[src/rtl/sample_to_volume_code_packer_core_assert.svh]
// Assertion macros for the sample to volume code packer core.
// The enclosing module must provide clk and rst_n.
`ifndef SAMPLE_TO_VOLUME_CODE_PACKER_CORE_ASSERT_SVH
`define SAMPLE_TO_VOLUME_CODE_PACKER_CORE_ASSERT_SVH

`ifndef ASSERT_OFF
`define SVCP_ASSERT_SAME(lbl, ante, cons, msg) \
  lbl: assert property (@(posedge clk) disable iff (!rst_n) (ante) |-> (cons)) \
    else $error(msg);
`define SVCP_ASSERT_NEXT(lbl, ante, cons, msg) \
  lbl: assert property (@(posedge clk) disable iff (!rst_n) (ante) |=> (cons)) \
    else $error(msg);
`else
`define SVCP_ASSERT_SAME(lbl, ante, cons, msg)
`define SVCP_ASSERT_NEXT(lbl, ante, cons, msg)
`endif

`endif

[src/rtl/svcp_pkg.sv]
`timescale 1ns / 1ps
package svcp_pkg;

  localparam int SAMPLE_W   = 8;
  localparam int CODE_W     = 4;
  localparam int NUM_THR    = 15;
  localparam int THM_W      = 1 << CODE_W;
  localparam int MARGIN_W   = 7;
  localparam int PROD_W     = 2 * SAMPLE_W;
  localparam int LANES      = 2;
  localparam int CFG_IDX_W  = 2;
  localparam int CFG_DATA_W = 7;

  typedef logic [SAMPLE_W-1:0]   sample_t;
  typedef logic [PROD_W-1:0]     prod_t;
  typedef logic [CODE_W-1:0]     code_t;
  typedef logic [MARGIN_W-1:0]   margin_t;
  typedef logic [CFG_IDX_W-1:0]  cfg_idx_t;
  typedef logic [CFG_DATA_W-1:0] cfg_data_t;

  localparam cfg_idx_t CFG_CLIP_MARGIN  = 2'd0;
  localparam cfg_idx_t CFG_LOG_SCALE    = 2'd1;
  localparam cfg_idx_t CFG_INVERT_CODES = 2'd2;

  localparam margin_t CLIP_MARGIN_RST  = 7'd32;
  localparam logic    LOG_SCALE_RST    = 1'b1;
  localparam logic    INVERT_CODES_RST = 1'b0;

  localparam sample_t FULL_SCALE = 8'hFF;
  localparam sample_t LIN_TOP    = 8'hF8;

  typedef struct packed {
    margin_t clip_margin;
    logic    log_scale;
    logic    invert_codes;
  } cfg_t;

  localparam sample_t LOG_THR [NUM_THR] = '{
    8'd228, 8'd181, 8'd143, 8'd114, 8'd90, 8'd72, 8'd57, 8'd45,
    8'd36, 8'd28, 8'd22, 8'd18, 8'd14, 8'd11, 8'd5
  };

  function automatic sample_t thr_of(input logic log_sel, input code_t k);
    sample_t t;
    if (log_sel) begin
      t = LOG_THR[k];
    end else begin
      t = LIN_TOP - {k, 4'b0000};
    end
    return t;
  endfunction

  function automatic sample_t span_of(input margin_t m);
    return FULL_SCALE - {m, 1'b0};
  endfunction

endpackage

[src/rtl/svcp_clip.sv]
`timescale 1ns / 1ps
module svcp_clip (
  input  logic                                     clk,
  input  logic                                     rst_n,
  input  svcp_pkg::cfg_t                           cfg_i,
  input  logic                                     up_vld_i,
  output logic                                     up_rdy_o,
  input  svcp_pkg::sample_t [svcp_pkg::LANES-1:0]  smp_i,
  output logic                                     dn_vld_o,
  input  logic                                     dn_rdy_i,
  output svcp_pkg::sample_t [svcp_pkg::LANES-1:0]  ofs_o
);

  logic                                    vld_r;
  svcp_pkg::sample_t [svcp_pkg::LANES-1:0] ofs_r;
  svcp_pkg::sample_t [svcp_pkg::LANES-1:0] ofs_nxt;
  svcp_pkg::sample_t                       lo;
  svcp_pkg::sample_t                       hi;
  svcp_pkg::sample_t                       clp;

  assign up_rdy_o = !vld_r || dn_rdy_i;
  assign dn_vld_o = vld_r;
  assign ofs_o    = ofs_r;

  // clamp to [m, 255-m] and drop the margin
  always_comb begin
    lo  = {1'b0, cfg_i.clip_margin};
    hi  = svcp_pkg::FULL_SCALE - lo;
    clp = '0;
    for (int l = 0; l < svcp_pkg::LANES; l++) begin
      if (smp_i[l] < lo) begin
        clp = lo;
      end else if (smp_i[l] > hi) begin
        clp = hi;
      end else begin
        clp = smp_i[l];
      end
      ofs_nxt[l] = clp - lo;
    end
  end

  always_ff @(posedge clk) begin
    if (!rst_n) begin
      vld_r <= 1'b0;
    end else if (up_rdy_o) begin
      vld_r <= up_vld_i;
    end
  end

  always_ff @(posedge clk) begin
    if (up_rdy_o && up_vld_i) begin
      ofs_r <= ofs_nxt;
    end
  end

endmodule

[src/rtl/svcp_scale.sv]
`timescale 1ns / 1ps
module svcp_scale (
  input  logic                                     clk,
  input  logic                                     rst_n,
  input  logic                                     up_vld_i,
  output logic                                     up_rdy_o,
  input  svcp_pkg::sample_t [svcp_pkg::LANES-1:0]  ofs_i,
  output logic                                     dn_vld_o,
  input  logic                                     dn_rdy_i,
  output svcp_pkg::prod_t [svcp_pkg::LANES-1:0]    scl_o
);

  logic                                  vld_r;
  svcp_pkg::prod_t [svcp_pkg::LANES-1:0] scl_r;
  svcp_pkg::prod_t [svcp_pkg::LANES-1:0] scl_nxt;

  assign up_rdy_o = !vld_r || dn_rdy_i;
  assign dn_vld_o = vld_r;
  assign scl_o    = scl_r;

  // x * 255 as (x << 8) - x
  always_comb begin
    for (int l = 0; l < svcp_pkg::LANES; l++) begin
      scl_nxt[l] = {ofs_i[l], {svcp_pkg::SAMPLE_W{1'b0}}}
                 - {{svcp_pkg::SAMPLE_W{1'b0}}, ofs_i[l]};
    end
  end

  always_ff @(posedge clk) begin
    if (!rst_n) begin
      vld_r <= 1'b0;
    end else if (up_rdy_o) begin
      vld_r <= up_vld_i;
    end
  end

  always_ff @(posedge clk) begin
    if (up_rdy_o && up_vld_i) begin
      scl_r <= scl_nxt;
    end
  end

endmodule

[src/rtl/svcp_quant.sv]
`timescale 1ns / 1ps
module svcp_quant (
  input  logic                                     clk,
  input  logic                                     rst_n,
  input  svcp_pkg::cfg_t                           cfg_i,
  input  logic                                     up_vld_i,
  output logic                                     up_rdy_o,
  input  svcp_pkg::prod_t [svcp_pkg::LANES-1:0]    scl_i,
  output logic                                     dn_vld_o,
  input  logic                                     dn_rdy_i,
  output svcp_pkg::code_t [svcp_pkg::LANES-1:0]    code_o
);

  logic                                  vld_r;
  svcp_pkg::code_t [svcp_pkg::LANES-1:0] code_r;
  svcp_pkg::code_t [svcp_pkg::LANES-1:0] code_nxt;
  svcp_pkg::prod_t                       prod_r [svcp_pkg::NUM_THR];
  svcp_pkg::prod_t                       prod_nxt [svcp_pkg::NUM_THR];
  svcp_pkg::sample_t                     span;
  svcp_pkg::sample_t                     thr;
  logic [svcp_pkg::THM_W-1:0]            thm [svcp_pkg::LANES];

  assign up_rdy_o = !vld_r || dn_rdy_i;
  assign dn_vld_o = vld_r;
  assign code_o   = code_r;

  // threshold * span, so t > floor(255x/span) becomes 255x < t*span
  always_comb begin
    span = svcp_pkg::span_of(cfg_i.clip_margin);
    thr  = '0;
    for (int k = 0; k < svcp_pkg::NUM_THR; k++) begin
      thr         = svcp_pkg::thr_of(cfg_i.log_scale, svcp_pkg::CODE_W'(k));
      prod_nxt[k] = {{svcp_pkg::SAMPLE_W{1'b0}}, thr}
                  * {{svcp_pkg::SAMPLE_W{1'b0}}, span};
    end
  end

  always_ff @(posedge clk) begin
    for (int k = 0; k < svcp_pkg::NUM_THR; k++) begin
      prod_r[k] <= prod_nxt[k];
    end
  end

  // products fall with k, so the hits form a thermometer; binary-search its length
  always_comb begin
    for (int l = 0; l < svcp_pkg::LANES; l++) begin
      thm[l] = '0;
      for (int k = 0; k < svcp_pkg::NUM_THR; k++) begin
        thm[l][k] = scl_i[l] < prod_r[k];
      end
      code_nxt[l][3] = thm[l][7];
      code_nxt[l][2] = thm[l][{code_nxt[l][3], 3'b011}];
      code_nxt[l][1] = thm[l][{code_nxt[l][3], code_nxt[l][2], 2'b01}];
      code_nxt[l][0] = thm[l][{code_nxt[l][3], code_nxt[l][2], code_nxt[l][1], 1'b0}];
    end
  end

  always_ff @(posedge clk) begin
    if (!rst_n) begin
      vld_r <= 1'b0;
    end else if (up_rdy_o) begin
      vld_r <= up_vld_i;
    end
  end

  always_ff @(posedge clk) begin
    if (up_rdy_o && up_vld_i) begin
      code_r <= code_nxt;
    end
  end

endmodule

[src/rtl/sample_to_volume_code_packer_core.sv]
`timescale 1ns / 1ps
// Channel  Handshake               Payload
// in       in_tvalid / in_tready   in_tdata  : one sample pair
// out      out_tvalid / out_tready out_tdata : packed codes
// cfg      cfg_valid / cfg_ready   cfg_index, cfg_data
//
// One sample pair per cycle while out_tready is high; four register stages (clip, scale, threshold
// compare, pack) lie between a request and its result.
// Reset is synchronous, active low: clears all stage valids and loads
// margin 32, log scale, codes not inverted. cfg_ready is always high.
// Each stage holds while the next is full and stalled; empty stages fill.
module sample_to_volume_code_packer_core (
  input  logic                          clk,
  input  logic                          rst_n,
  input  logic                          in_tvalid,
  output logic                          in_tready,
  input  logic [15:0]                   in_tdata,   // [7:0] first_sample, [15:8] second_sample
  output logic                          out_tvalid,
  input  logic                          out_tready,
  output logic [7:0]                    out_tdata,  // [7:0] packed_codes
  input  logic                          cfg_valid,
  output logic                          cfg_ready,
  input  svcp_pkg::cfg_idx_t            cfg_index,
  input  svcp_pkg::cfg_data_t           cfg_data
);

  `include "sample_to_volume_code_packer_core_assert.svh"

  svcp_pkg::cfg_t                          cfg_r;
  svcp_pkg::cfg_t                          cfg_nxt;
  svcp_pkg::sample_t [svcp_pkg::LANES-1:0] smp;
  svcp_pkg::sample_t [svcp_pkg::LANES-1:0] s1_ofs;
  svcp_pkg::prod_t [svcp_pkg::LANES-1:0]   s2_scl;
  svcp_pkg::code_t [svcp_pkg::LANES-1:0]   s3_code;
  logic                                    s1_vld;
  logic                                    s1_rdy;
  logic                                    s2_vld;
  logic                                    s2_rdy;
  logic                                    s3_vld;
  logic                                    s3_rdy;
  logic                                    out_vld_r;
  logic [7:0]                              out_data_r;
  logic [7:0]                              out_data_nxt;
  svcp_pkg::code_t                         inv_mask;
  svcp_pkg::sample_t                       span;

  assign cfg_ready = 1'b1;

  always_comb begin
    cfg_nxt = cfg_r;
    if (cfg_valid && cfg_ready) begin
      case (cfg_index)
        svcp_pkg::CFG_CLIP_MARGIN:  cfg_nxt.clip_margin  = cfg_data;
        svcp_pkg::CFG_LOG_SCALE:    cfg_nxt.log_scale    = cfg_data[0];
        svcp_pkg::CFG_INVERT_CODES: cfg_nxt.invert_codes = cfg_data[0];
        default: ;
      endcase
    end
  end

  always_ff @(posedge clk) begin
    if (!rst_n) begin
      cfg_r.clip_margin  <= svcp_pkg::CLIP_MARGIN_RST;
      cfg_r.log_scale    <= svcp_pkg::LOG_SCALE_RST;
      cfg_r.invert_codes <= svcp_pkg::INVERT_CODES_RST;
    end else begin
      cfg_r <= cfg_nxt;
    end
  end

  assign smp[0] = in_tdata[7:0];
  assign smp[1] = in_tdata[15:8];

  svcp_clip u_clip (
    .clk      (clk),
    .rst_n    (rst_n),
    .cfg_i    (cfg_r),
    .up_vld_i (in_tvalid),
    .up_rdy_o (in_tready),
    .smp_i    (smp),
    .dn_vld_o (s1_vld),
    .dn_rdy_i (s1_rdy),
    .ofs_o    (s1_ofs)
  );

  svcp_scale u_scale (
    .clk      (clk),
    .rst_n    (rst_n),
    .up_vld_i (s1_vld),
    .up_rdy_o (s1_rdy),
    .ofs_i    (s1_ofs),
    .dn_vld_o (s2_vld),
    .dn_rdy_i (s2_rdy),
    .scl_o    (s2_scl)
  );

  svcp_quant u_quant (
    .clk      (clk),
    .rst_n    (rst_n),
    .cfg_i    (cfg_r),
    .up_vld_i (s2_vld),
    .up_rdy_o (s2_rdy),
    .scl_i    (s2_scl),
    .dn_vld_o (s3_vld),
    .dn_rdy_i (s3_rdy),
    .code_o   (s3_code)
  );

  // first sample to the high nibble
  assign inv_mask     = {svcp_pkg::CODE_W{cfg_r.invert_codes}};
  assign out_data_nxt = {s3_code[0] ^ inv_mask, s3_code[1] ^ inv_mask};
  assign s3_rdy       = !out_vld_r || out_tready;

  always_ff @(posedge clk) begin
    if (!rst_n) begin
      out_vld_r <= 1'b0;
    end else if (s3_rdy) begin
      out_vld_r <= s3_vld;
    end
  end

  always_ff @(posedge clk) begin
    if (s3_rdy && s3_vld) begin
      out_data_r <= out_data_nxt;
    end
  end

  assign out_tvalid = out_vld_r;
  assign out_tdata  = out_data_r;

  assign span = svcp_pkg::span_of(cfg_r.clip_margin);

  `SVCP_ASSERT_SAME(a_ofs_in_span, s1_vld, (span != '0) && (s1_ofs[0] <= span) && (s1_ofs[1] <= span), "clipped offset exceeds span")
  `SVCP_ASSERT_SAME(a_scl_range, s2_vld, (s2_scl[0] <= 16'd65025) && (s2_scl[1] <= 16'd65025), "scaled value out of range")
  `SVCP_ASSERT_NEXT(a_cfg_unknown_idx, cfg_valid && cfg_ready && (cfg_index != svcp_pkg::CFG_CLIP_MARGIN) && (cfg_index != svcp_pkg::CFG_LOG_SCALE) && (cfg_index != svcp_pkg::CFG_INVERT_CODES), $stable(cfg_r), "write to unknown index changed config")
  `SVCP_ASSERT_NEXT(a_latency, (in_tvalid && in_tready) ##1 out_tready ##1 out_tready ##1 out_tready, out_tvalid, "request did not reach output in four cycles")

endmodule

[config.mk]
export PLATFORM = sky130hd
export DESIGN_NAME = sample_to_volume_code_packer_core
export DESIGN_NICKNAME = d
export VERILOG_FILES = /design/src/rtl/svcp_pkg.sv /design/src/rtl/svcp_clip.sv /design/src/rtl/svcp_scale.sv /design/src/rtl/svcp_quant.sv /design/src/rtl/sample_to_volume_code_packer_core.sv
export VERILOG_INCLUDE_DIRS = /design/src /design/src/rtl
export SDC_FILE = /design/constraint.sdc
export NUM_CORES = 2
export LEC_CHECK = 0
export ABC_AREA = 1
export BUFFER_PORTS_ARGS = -buffer_cell sky130_fd_sc_hd__buf_2
export CAP_MARGIN = 20
export CORE_ASPECT_RATIO = 2
export CORE_MARGIN = 2
export CORE_UTILIZATION = 39
export DETAILED_ROUTE_END_ITERATION = 7
export HOLD_SLACK_MARGIN = 0.12
export PLACE_DENSITY = 0.61
export SYNTH_ARGS = -nofsm -noshare
export SYNTH_HDL_FRONTEND = slang
export SYNTH_SLANG_ARGS = --single-unit
[constraint.sdc]
create_clock -name clk -period 11.43 [get_ports clk]
set_input_delay 1.7145 -clock clk [delete_from_list [all_inputs] [get_ports clk]]
set_output_delay 1.7145 -clock clk [all_outputs]
set_load 0.1 [all_outputs]
Yosys cells after proc, flatten, opt, wreduce, memory -nomap -nowiden
Memory sizes are Yosys's and may differ from the RTL's.
Index checks and enable logic that the tools add are counted.
- $add $sub $neg: 6
- multipliers: 15
- magnitude comparators: 40
- eq/ne operators: 2
- mux-type cells: 31
- bitwise logic cells: 2
- reductions and logical operators: 16
- operators by type and width (operator ; count):
    16-bit less-than comparator ; 30
    8-bit by 8-bit multiplier with 16-bit output ; 8
    8-bit 2-to-1 mux ; 9
    7-bit by 8-bit multiplier with 15-bit output ; 4
    7-bit 2-to-1 mux ; 6
    16-bit by 8-bit subtractor with 16-bit output ; 2
    4-bit by 5-bit less-than comparator with 1-bit output (second input constant) ; 6
    6-bit by 8-bit multiplier with 14-bit output ; 2
    8-bit greater-than comparator ; 2
    8-bit by 7-bit less-than comparator with 1-bit output ; 2
    8-bit by 7-bit subtractor with 8-bit output ; 2
    5-bit by 8-bit multiplier with 13-bit output ; 1
    6-bit 2-to-1 mux ; 2
    5-bit 2-to-1 mux ; 2
    1-bit 2-to-1 mux ; 8
    8-bit by 7-bit subtractor with 8-bit output (first input constant) ; 1
    8-bit subtractor (first input constant) ; 1
    4-bit XOR ; 2
    1-bit binary-select mux with 3-bit select ; 2
    2-bit AND reduction ; 3
    1-bit binary-select mux with 2-bit select ; 2
    1-bit logical AND ; 4
    1-bit logical NOT ; 4
    1-bit logical OR ; 4
    3 further kinds ; 3
- register bits after elaboration: 77
- RAM bits: 240
- output and inout bits: 11
- memories kept: 1
- memories (name ; words ; width ; rd ports ; clocked after Yosys merged registers in ; write ports ; line ; text):
    u_quant.prod_r ; 15 ; 16 ; 15 ; 0 ; 15 ; svcp_quant.sv:17 ; svcp_pkg::prod_t prod_r [svcp_pkg::NUM_THR];

Longest topological paths before layout
An unclocked memory read counts as a cell.
- depth in word-level cells: 8
- mapped depth: 28
- mapped depth without buffers: 27

Modules after synthesis
From an unflattened synthesis, not the netlist that was laid out.
- cell total of the unflattened synthesis: 4059
- area, all modules: 33718.6 sq um
- modules (own cells, without submodules) (module ; instances ; cells each ; area an instance (sq um)):
    svcp_quant ; 1 ; 3516 ; 29056.6
    svcp_clip ; 1 ; 286 ; 2178.3
    svcp_scale ; 1 ; 172 ; 1687.9
    sample_to_volume_code_packer_core ; 1 ; 85 ; 795.8

Worst setup path after synthesis
No wires, ideal clock.
- path kind: reg2reg
- start point: reg cfg_r[2] (netlist name)
- end point: mem u_quant.prod_r[1][30] (netlist name)
- setup time: 123 ps
- data arrival time: 5309 ps
- data required time: 11307 ps
- slack: 5998 ps
- cell stages (with the launch flop): 19
- path buffers: 1
- cells stage by stage: dfxtp_1 > clkinv_1 > ha_1 > clkbuf_1 > inv_1 > fa_1 > fa_1 > fa_1 > inv_1 > ha_1 > inv_1 > fa_1 > o21ai_0 > a21oi_1 > nor2_1 > nor2_1 > o21ai_0 > a21oi_1 > xor2_1
- RTL lines (element ; line ; text):
    start, declared ; sample_to_volume_code_packer_core.sv:29 ; svcp_pkg::cfg_t cfg_r;
    start signal, assigned ; sample_to_volume_code_packer_core.sv:67 ; cfg_r <= cfg_nxt;
    end, declared ; svcp_quant.sv:17 ;

==> results.tsv <==
stage	metric	value	unit
logic_synthesis	ys_seq_elements	263	
logic_synthesis	synth_area_leaders	ha_1, fa_1, dfxtp_1	
pwr	peakVddDrop	0.1215	mV
sta	tightestPinTransition	1.123	ns
logic_synthesis	netlist_area	32400	µm²
sta	grt_setup_unrepaired	false	
floorplan	start_util	0.3932	
logic_synthesis	synth_top_area_frac	0.3310	
route	wl_per_cell	22.10	µm
grt	grt_pass1_vias	26540	
sta	skew	0.02575	ns
sta	finalHoldViolCount	0	
worst_setup_path	r2r_end	u_quant.prod_r[0][47]	
grt	grt_overflow_total	0	
sta	whs	0.4797	ns
logic_synthesis	synth.avg_cell_area	8.505	µm²
route	num_vias	25430	
cts	cts_max_level	1	
cts	clockBufferDepth	3	
finish	drive_gt1_frac	0.04525	
floorplan	die_h	411.6	µm
route	routed_wl	110.4	mm
cts	clk_pin_slew_worst_paths	0.07	ns
worst_setup_path	cp.required	11.91	ns
finish	fillers	8172	
route	drc	0	
worst_setup_path	critical_path_arrival	7.68	ns
worst_setup_path	crit_type	reg -> reg	
logic_synthesis	synth.distinct_cells	48	
grt	grt_use_total	0.2595	
min_path	min_from	u_scale.dn_vld_o	
pwr	leakage	19.32	nW
run_status	outcome	completed	
cts	cts_sinks	263	
cts	cts_resized	0	
worst_setup_path	crit_path_end_kind	flip-flop	
sta	fmax	138.9	MHz
route	viasPerCell	5.094	
min_path	hp-class	reg -> reg	
logic_synthesis	synth_compound_area_frac	0.09250	
sta	finalSetupViolations	0	
worst_setup_path	reg2regPathDepth	23	
finish	syn_to_final_growth	8.597	%
logic_synthesis	synthAdderAreaFrac	0.4626	
worst_setup_path	path_max_fanout	23	
cts	postCtsSetupBuffers	0	
floorplan	ios	41	
logic_synthesis	synth_edf_count	64	
min_path	min_delay_worst_endpoint	u_quant.dn_vld_o	
pwr	p_total	0.007864	W
route	ant_nets	0	
worst_setup_path	r2r_setup_slack	4.23	ns
sta	max_slew_margin	0.2500	
floorplan	die_w	207.8	µm
route	drt_iter0_markers	1108	
logic_synthesis	synth-xor-area-share	0.04623	
route	dr.pass1.iters	5	
place	dp_hpwl	92.47	mm
logic_synthesis	ys_seq_area_frac	0.1823	
cts	cts-root-buf	clkbuf_16	
floorplan	num_rows	149	
min_path	min_path_cells	2	
sta	tns	0	ns
cts	cts_tree	built	
logic_synthesis	yosysTopAreaCell	ha_1	
sta	drv_slew	0	
cts	cts_inserted_buffers	26	
grt	antenna_found_initial	3	
logic_synthesis	syn_inst	3809	
place	port_buffers	39	
sta	finalCritPeriodShare	0.6300	
finish	fin_nets	5014	
worst_setup_path	rr_startpoint	cfg_r[1]	
floorplan	die-area	85530	µm²
logic_synthesis	ys.warnings.count	0	
logic_synthesis	yosys.area_share.simple	0.1079	
cts	ctsHoldBuffers	0	
grt	grt_pass1_wl	161.7	mm
grt	grt_max_degree	27	
pwr	power.density	223.5	nW/µm²
logic_synthesis	synthArstFlopShare	0	
logic_synthesis	synthFlopType	dfxtp_1	
floorplan	core_area	82400	µm²
place	gp_congestion	1.014	
sta	post-route-min-period	7.201	ns
cts	clk_latency	0.60	ns
worst_setup_path	start_kind	flip-flop	
logic_synthesis	synthMuxAreaShare	0	
logic_synthesis	synth_top_family_by_area	adder cells	
flow_run	drv_cap	0	
==> power breakdown <==
group	switching, W	internal, W
combinational	0.00337	0.00202
clock	0.000425	0.000539
sequential	0.000166	0.00135
==> metal layers <==
metal / up-vias / track usage / share of wire
met5: - / 0 / 0.00022
met4: 4 / 0.2738 / 0.13
met3: 361 / 0.02851 / 0.040
met2: 680 / 0.4762 / 0.50
met1: 11930 / 0.2400 / 0.33
li1: 12460 / - / -
==> critical path: stages (launching register included) <==
cell and delay [ns]:
dfxtp_1 1.06, inv_2 0.50, nor2_4 0.53, clkinv_1 0.38, nor2_1 0.44, inv_1 0.20
nand2_1 0.21, inv_1 0.09, ha_1 0.18, or2_2 0.32, fa_1 0.49, fa_1 0.55
inv_1 0.07, fa_1 0.53, inv_1 0.04, ha_1 0.34, a21oi_1 0.16, o21ai_0 0.09
a21o_1 0.18, nand3_1 0.07, nand2_1 0.08, a21oi_1 0.25, o21ai_0 0.14, xor2_1 0.15
==> synthesized netlist by cell type (all sizes together), types with 3 or more instances <==
cell type,instances
inv,903
ha,857
nand2,468
a21oi,321
fa,213
dfxtp,199
nor2,185
xor2,133
o21ai,127
nand3,84
edfxtp,64
xnor2,38
nand4,32
nor3,30
o211ai,25
clkbuf,20
o21bai,19
or2,14
a21o,13
a31oi,10
a211oi,8
o31ai,8
buf,6
nand3b,6
o21a,5
o221ai,4
a21boi,3
clkinv,3
==> area by class of cell <==
class | count | area, µm² | area share
Tap cell | 1057 | 1323 | 0.03759
Clock buffer | 29 | 703.2 | 0.01999
Timing Repair Buffer | 86 | 568.0 | 0.01615
Sequential cell | 263 | 5906 | 0.1679
Multi-Input combinational cell | 2631 | 23050 | 0.6552
Antenna cell | 2 | 5.005 | 0.0001423
Inverter | 906 | 3401 | 0.09666
Clock inverter | 19 | 225.2 | 0.006401
==> layout by cell type (no fill, tap or decap), drive strengths merged, types with 13 or more instances in the layout <==
cell type / instances
inv: 907
ha: 857
nand2: 468
a21oi: 321
fa: 213
dfxtp: 199
nor2: 185
xor2: 133
o21ai: 127
buf: 86
nand3: 84
edfxtp: 64
xnor2: 38
nand4: 32
nor3: 30
clkbuf: 29
o211ai: 25
o21bai: 19
conb: 19
or2: 14
a21o: 13
==> how the worst max path moves through the flow <==
stage / startpoint / end / slack (ns)
floorplan: cfg_r[2] / u_quant.prod_r[1][30] / 6.00
global placement: cfg_r[1] / u_quant.prod_r[0][47] / 4.42
detailed placement: cfg_r[1] / u_quant.prod_r[0][47] / 4.19
CTS: cfg_r[1] / u_quant.prod_r[0][47] / 4.17
global route: cfg_r[1] / u_quant.prod_r[0][47] / 3.75
finish: cfg_r[1] / u_quant.prod_r[0][47] / 4.23
==> registers in the layout, summed over array words and instances, names as in the netlist <==
| signal | flops |
|---|---|
| out_tdata | 8 |
| u_quant.prod_r | 186 |
| u_clip.ofs_o | 16 |
| u_scale.dn_vld_o | 1 |
| u_scale.scl_o | 32 |
| u_quant.dn_vld_o | 1 |
| u_quant.code_o | 8 |
| u_clip.dn_vld_o | 1 |
| cfg_r | 9 |
| out_tvalid | 1 |
==> through the flow <==
step           setup WS, ns  cell area [µm²]  utilization  std cells
6_report              4.229            35180       0.4270       4993
5_1_grt               3.749            35180       0.4269       4991
4_1_cts               4.166            35180       0.4269       4991
3_5_place_dp          4.188            34250       0.4156       4943
3_3_place_gp          4.419            34220       0.4153       4942
2_1_floorplan         5.998            32460            -       3826
==> logic make-up after synthesis <==
family / count (synthesis)
XOR/XNOR: 171
AO/OA/AOI/OAI: 548
adder cells (fa/ha/maj): 1070
AND/OR/NAND/NOR: 823
flip-flops: 263
buffers and inverters: 932
other: 2
(Power assumes the default switching activity.)
